File: src/jpf_pkg.sv
// ----------------------------------------------------------------------------
// jpf_pkg: shared types and constants for the joint pairing filter
// Request and response payloads, tag codes, controller command and status.
// ----------------------------------------------------------------------------
package jpf_pkg;

   localparam int INDEX_W    = 16;
   localparam int FEATURE_W  = 32;
   localparam int POINT_W    = 32;
   localparam int JOINT_W    = 16;
   localparam int COUNTER_W  = 17;
   localparam int INDEX_SPAN = 1 << INDEX_W;

   // entry tag codes
   localparam logic [1:0] TAG_EMPTY    = 2'd0;
   localparam logic [1:0] TAG_PENDING  = 2'd1;
   localparam logic [1:0] TAG_ASSIGNED = 2'd2;

   typedef struct packed {
      logic [INDEX_W-1:0]   joint_index;
      logic [FEATURE_W-1:0] feature_id;
      logic [POINT_W-1:0]   point_id;
   } req_type;

   typedef struct packed {
      logic [JOINT_W-1:0]   assigned_joint;
      logic [FEATURE_W-1:0] out_feature;
      logic [POINT_W-1:0]   out_point;
      logic                 last;
   } rsp_type;

   typedef struct packed {
      logic clear_step;    // clear one tag entry
      logic load;          // take the request, read the table
      logic set_pending;   // hold the point, mark pending
      logic set_assigned;  // mark assigned, store number, advance counter
      logic emit_held;     // emit the held point
      logic emit_now;      // emit the new point with the looked-up number
      logic emit_later;    // emit the new point with the latched number
   } cmd_type;

   typedef struct packed {
      logic       clear_last;
      logic       in_range;
      logic [1:0] tag;
   } status_type;

endpackage

File: src/jpf_ctrl.sv
// ----------------------------------------------------------------------------
// jpf_ctrl: sequencer of the joint pairing filter
// Runs the tag clearing pass, then takes one request at a time and steers
// the table update and the response emission.
// ----------------------------------------------------------------------------
module jpf_ctrl (
   input  logic                 clock,
   input  logic                 reset,
   input  logic                 start,
   input  jpf_pkg::status_type  status,
   output logic                 busy,
   output jpf_pkg::cmd_type     cmd
);

   typedef enum logic [3:0] {
      ST_CLEAR  = 4'b0001,
      ST_IDLE   = 4'b0010,
      ST_DECIDE = 4'b0100,
      ST_SECOND = 4'b1000
   } state_type;

   state_type state_ff, state_in;

   always_comb begin
      state_in = state_ff;
      cmd      = '0;
      case (state_ff)
         ST_CLEAR: begin
            cmd.clear_step = 1'b1;
            if (status.clear_last) begin
               state_in = ST_IDLE;
            end
         end
         ST_IDLE: begin
            if (start) begin
               cmd.load = 1'b1;
               state_in = ST_DECIDE;
            end
         end
         ST_DECIDE: begin
            state_in = ST_IDLE;
            // drop indexes beyond the table
            if (status.in_range) begin
               case (status.tag)
                  jpf_pkg::TAG_PENDING: begin
                     cmd.set_assigned = 1'b1;
                     cmd.emit_held    = 1'b1;
                     state_in         = ST_SECOND;
                  end
                  jpf_pkg::TAG_ASSIGNED: begin
                     cmd.emit_now = 1'b1;
                  end
                  default: begin
                     cmd.set_pending = 1'b1;
                  end
               endcase
            end
         end
         ST_SECOND: begin
            cmd.emit_later = 1'b1;
            state_in       = ST_IDLE;
         end
         default: begin
            state_in = ST_IDLE;
         end
      endcase
   end

   always_ff @(posedge clock) begin
      if (reset) begin
         state_ff <= ST_CLEAR;
      end else begin
         state_ff <= state_in;
      end
   end

   assign busy = (state_ff != ST_IDLE);

endmodule

File: config.mk
export PLATFORM = sky130hd
export DESIGN_NAME = jpf_ctrl
export DESIGN_NICKNAME = d
export VERILOG_FILES = /design/src/jpf_pkg.sv /design/src/jpf_ctrl.sv
export SDC_FILE = /design/constraint.sdc
export NUM_CORES = 1
export LEC_CHECK = 0
export ABC_AREA = 1
export BUFFER_PORTS_ARGS = -buffer_cell sky130_fd_sc_hd__buf_2
export CORE_AREA = 2 2 39 41
export CTS_CLUSTER_SIZE = 14
export DETAILED_ROUTE_END_ITERATION = 7
export DIE_AREA = 0 0 41 43
export GPL_TIMING_DRIVEN = 0
export PLACE_DENSITY = 0.51
export SETUP_SLACK_MARGIN = 0.4
export SLEW_MARGIN = 10
export SYNTH_ARGS = -nofsm -noshare
export SYNTH_HDL_FRONTEND = slang
export SYNTH_SLANG_ARGS = --single-unit
File: constraint.sdc
create_clock -name clock -period 1.2 [get_ports clock]
set_clock_uncertainty 0.15 [all_clocks]
set_input_delay 0.24 -clock clock [delete_from_list [all_inputs] [get_ports clock]]
set_output_delay 0.24 -clock clock [all_outputs]
set_load 0.02 [all_outputs]
==> results.cfg <==
[outcome]
violations = negative setup slack
status = finished with violations

[layout]
nets = 75
drive_above_1_share_pct = 71.9
area_delta_synth_final_pct = 122
fin_cells = 80
final_common_cell = buf_6
multi_input_area_um2 = 218
fill_cells = 144
antenna_cells = 0
reg_top3 = state_ff: 4 flops
regArea_um2 = 95.1
regMostFlops = state_ff
largest_register_ffs = 4
fin_area_um2 = 583
final_cell_mix = buf_6 (9), buf_2 (7), buf_4 (7)

[clocking]
hold_buffers = 0
numCtsBuffers = 3
cts.sinks = 4
clockBufferDepth = 2
h-tree-depth = 1
path_clk_slew_ns = 0.03
insertion_delay_ns = 0.24
cts_tree = yes
cts-root-buf = clkbuf_4

[global_route]
grt_pass1_vias = 254
grt_usage_pct = 8.43
grt_max_degree = 5
grt_pass1_wl_um = 952
overflow = 0
antenna_found_initial = 0

[logic_synthesis]
yosysSeqAreaShare_pct = 30.5
synth_top_area_share_pct = 30.5
yosysTopAreaCell = dfxtp_1
synth_xor_area_share_pct = 0
synth_top_family_by_area = simple AND/OR/NAND/NOR gates
synthTopCellsByArea = dfxtp_1 (30%), inv_1 (13%), ha_1 (9.5%)
netlist_area_um2 = 263
synthMuxAreaShare_pct = 0
avgSynthCellArea_um2 = 6.74
synth_compound_area_share_pct = 1.90
synth_seq_cells = 4
synth_fp_nets = 48
yosys_warnings = 0
netlist_instances = 39
synth_cell_types = 13
synth_fa_ha_area_share_pct = 9.52
synth-simple-area-share_pct = 42.4

[detailed_routing]
wl_per_cell_um = 8.63
first_pass_iters = 2
drc = 0
ant_nets = 0
via_count = 331
viasPerCell = 4.14
drt-total-wl_um = 690
drt-initial-drc-count = 2

[floorplanning]
dieWidth_um = 41
io_pins = 15
core_area_um2 = 1380
rows = 14
die_h_um = 43
initial_core_util_pct = 19.0
die-area_um2 = 1760

[worst_setup_path]
cp.arrival_ns = 1.07
start_kind = register
critPathMaxStageDelay_ns = 0.37
crit_fanout = 4
slowest_stage = dfxtp_4
worst_path_most_repeated_cell = buf_6
path_cells = inv_2 -> nor2_4 -> nand3_2 -> inv_4 -> buf_6 -> buf_6
path_class = reg2out
endpoint_kind = output port
critPathRequiredTime_ns = 0.81

[power]
power_mw = 0.453
leakage_nw = 0.290
powerDensity_nw_per_um2 = 777
vdd_drop_max_mv = 0.573

[sta]
clock.fmax_ghz = 0.683
slew-limit-headroom_pct = 87.7
tightest_slew_ns = 0.184
grt_setup_unrepaired = true
fin_crit_sh_pct = 122
hold_viol = 0
slew_viol_final = 0
layout_setup_ws_ns = -0.264
finalSetupViolCount = 9
finalCriticalPeriod_ns = 1.46
whs_ns = 0.0674

[placement]
dpl.cell_count = 69
postPlaceCellArea_um2 = 403
port_buffers = 14
dpl.hpwl_um = 440
gp_routability_congestion = 0.686

[flow_run]
drv_cap = 0

[worst_hold_path]
hold_class = in2reg
## what timing repair did
| action | 4_1_cts | 5_1_grt |
|---|---|---|
| gates cloned | 0 | 0 |
| endpoints found under the setup margin | 12 | 12 |
| resized for setup | 22 | 7 |
| pin swaps | 4 | 6 |
| buffers inserted | 5 | 3 |
## report_power, final
part / switching, mW / total [mW] / internal [mW]
logic: 0.0647 / 0.136 / 0.0712
registers: 0.0136 / 0.151 / 0.138
clock network: 0.0543 / 0.166 / 0.112
total: 0.133 / 0.453 / 0.321
## path summary, 6_finish.rpt
| check | start | endpoint | slack (ns) | depth (start not counted) |
|---|---|---|---|---|
| worst min-delay path | reset | state_ff[1]$_SDFFE_PP0P_ | 0.07 | 2 |
| worst min register to register | state_ff[1]$_SDFFE_PP0P_ | state_ff[0]$_SDFFE_PP1P_ | 0.44 | 3 |
| worst max register to register | state_ff[2]$_SDFFE_PP0P_ | state_ff[1]$_SDFFE_PP0P_ | -0.12 | 7 |
| worst max-delay path | state_ff[2]$_SDFFE_PP0P_ | cmd[3] | -0.26 | 6 |
## kinds of logic (layout without fill, tap and decap cells)
logic type               after synthesis  in the layout
flip-flops                             4              4
adder cells (fa/ha/maj)                2              2
AND/OR/NAND/NOR                       22             22
AO/OA/AOI/OAI                          1              1
buffers and inverters                 10             35
## cell usage after synthesis (all sizes together)
cell type  n
dfxtp      4
nor3       1
buf        1
nand3      4
ha         2
nand4      1
nand2      6
a21oi      1
nor4       1
inv        9
nor2       9
## metal layers
metal | up-vias | wire length (um) | track usage, % | part of all wire (%)
met5 | - | 0 | 0 | 0
met2 | 16 | 359 | 12.5 | 52
met3 | 0 | 74 | 6.28 | 11
met1 | 143 | 256 | 8.33 | 37
li1 | 172 | - | - | -
met4 | 0 | 0 | 4.00 | 0
## final cells by class
type                       instances  share of cell area, %
clock buffer                       3                   3.86
buffer                             1                   1.93
sequential                         4                   16.3
timing repair buffer              22                   30.5
multi-input combinational         25                   37.3
tap                               16                   3.43
inverter                           9                   6.65
## metrics by stage
stage / setup TNS, ns / worst slack, ns / utilization, %
after floorplan: -0.0369 / -0.0217 / -
after global placement: -0.718 / -0.239 / 29.1
after detailed placement: -0.740 / -0.243 / 29.1
after CTS: -2.02 / -0.303 / 38.2
after global routing: -2.46 / -0.326 / 42.1
final: -1.90 / -0.264 / 42.1
## worst max-delay path, delay by kind of cell, from the launching register on
kind | cells | cell delay, ns
flip-flops | 1 | 0.37
buffers and inverters | 4 | 0.30
AND/OR/NAND/NOR | 2 | 0.18
Note: power is estimated with default switching activity, not from simulation.
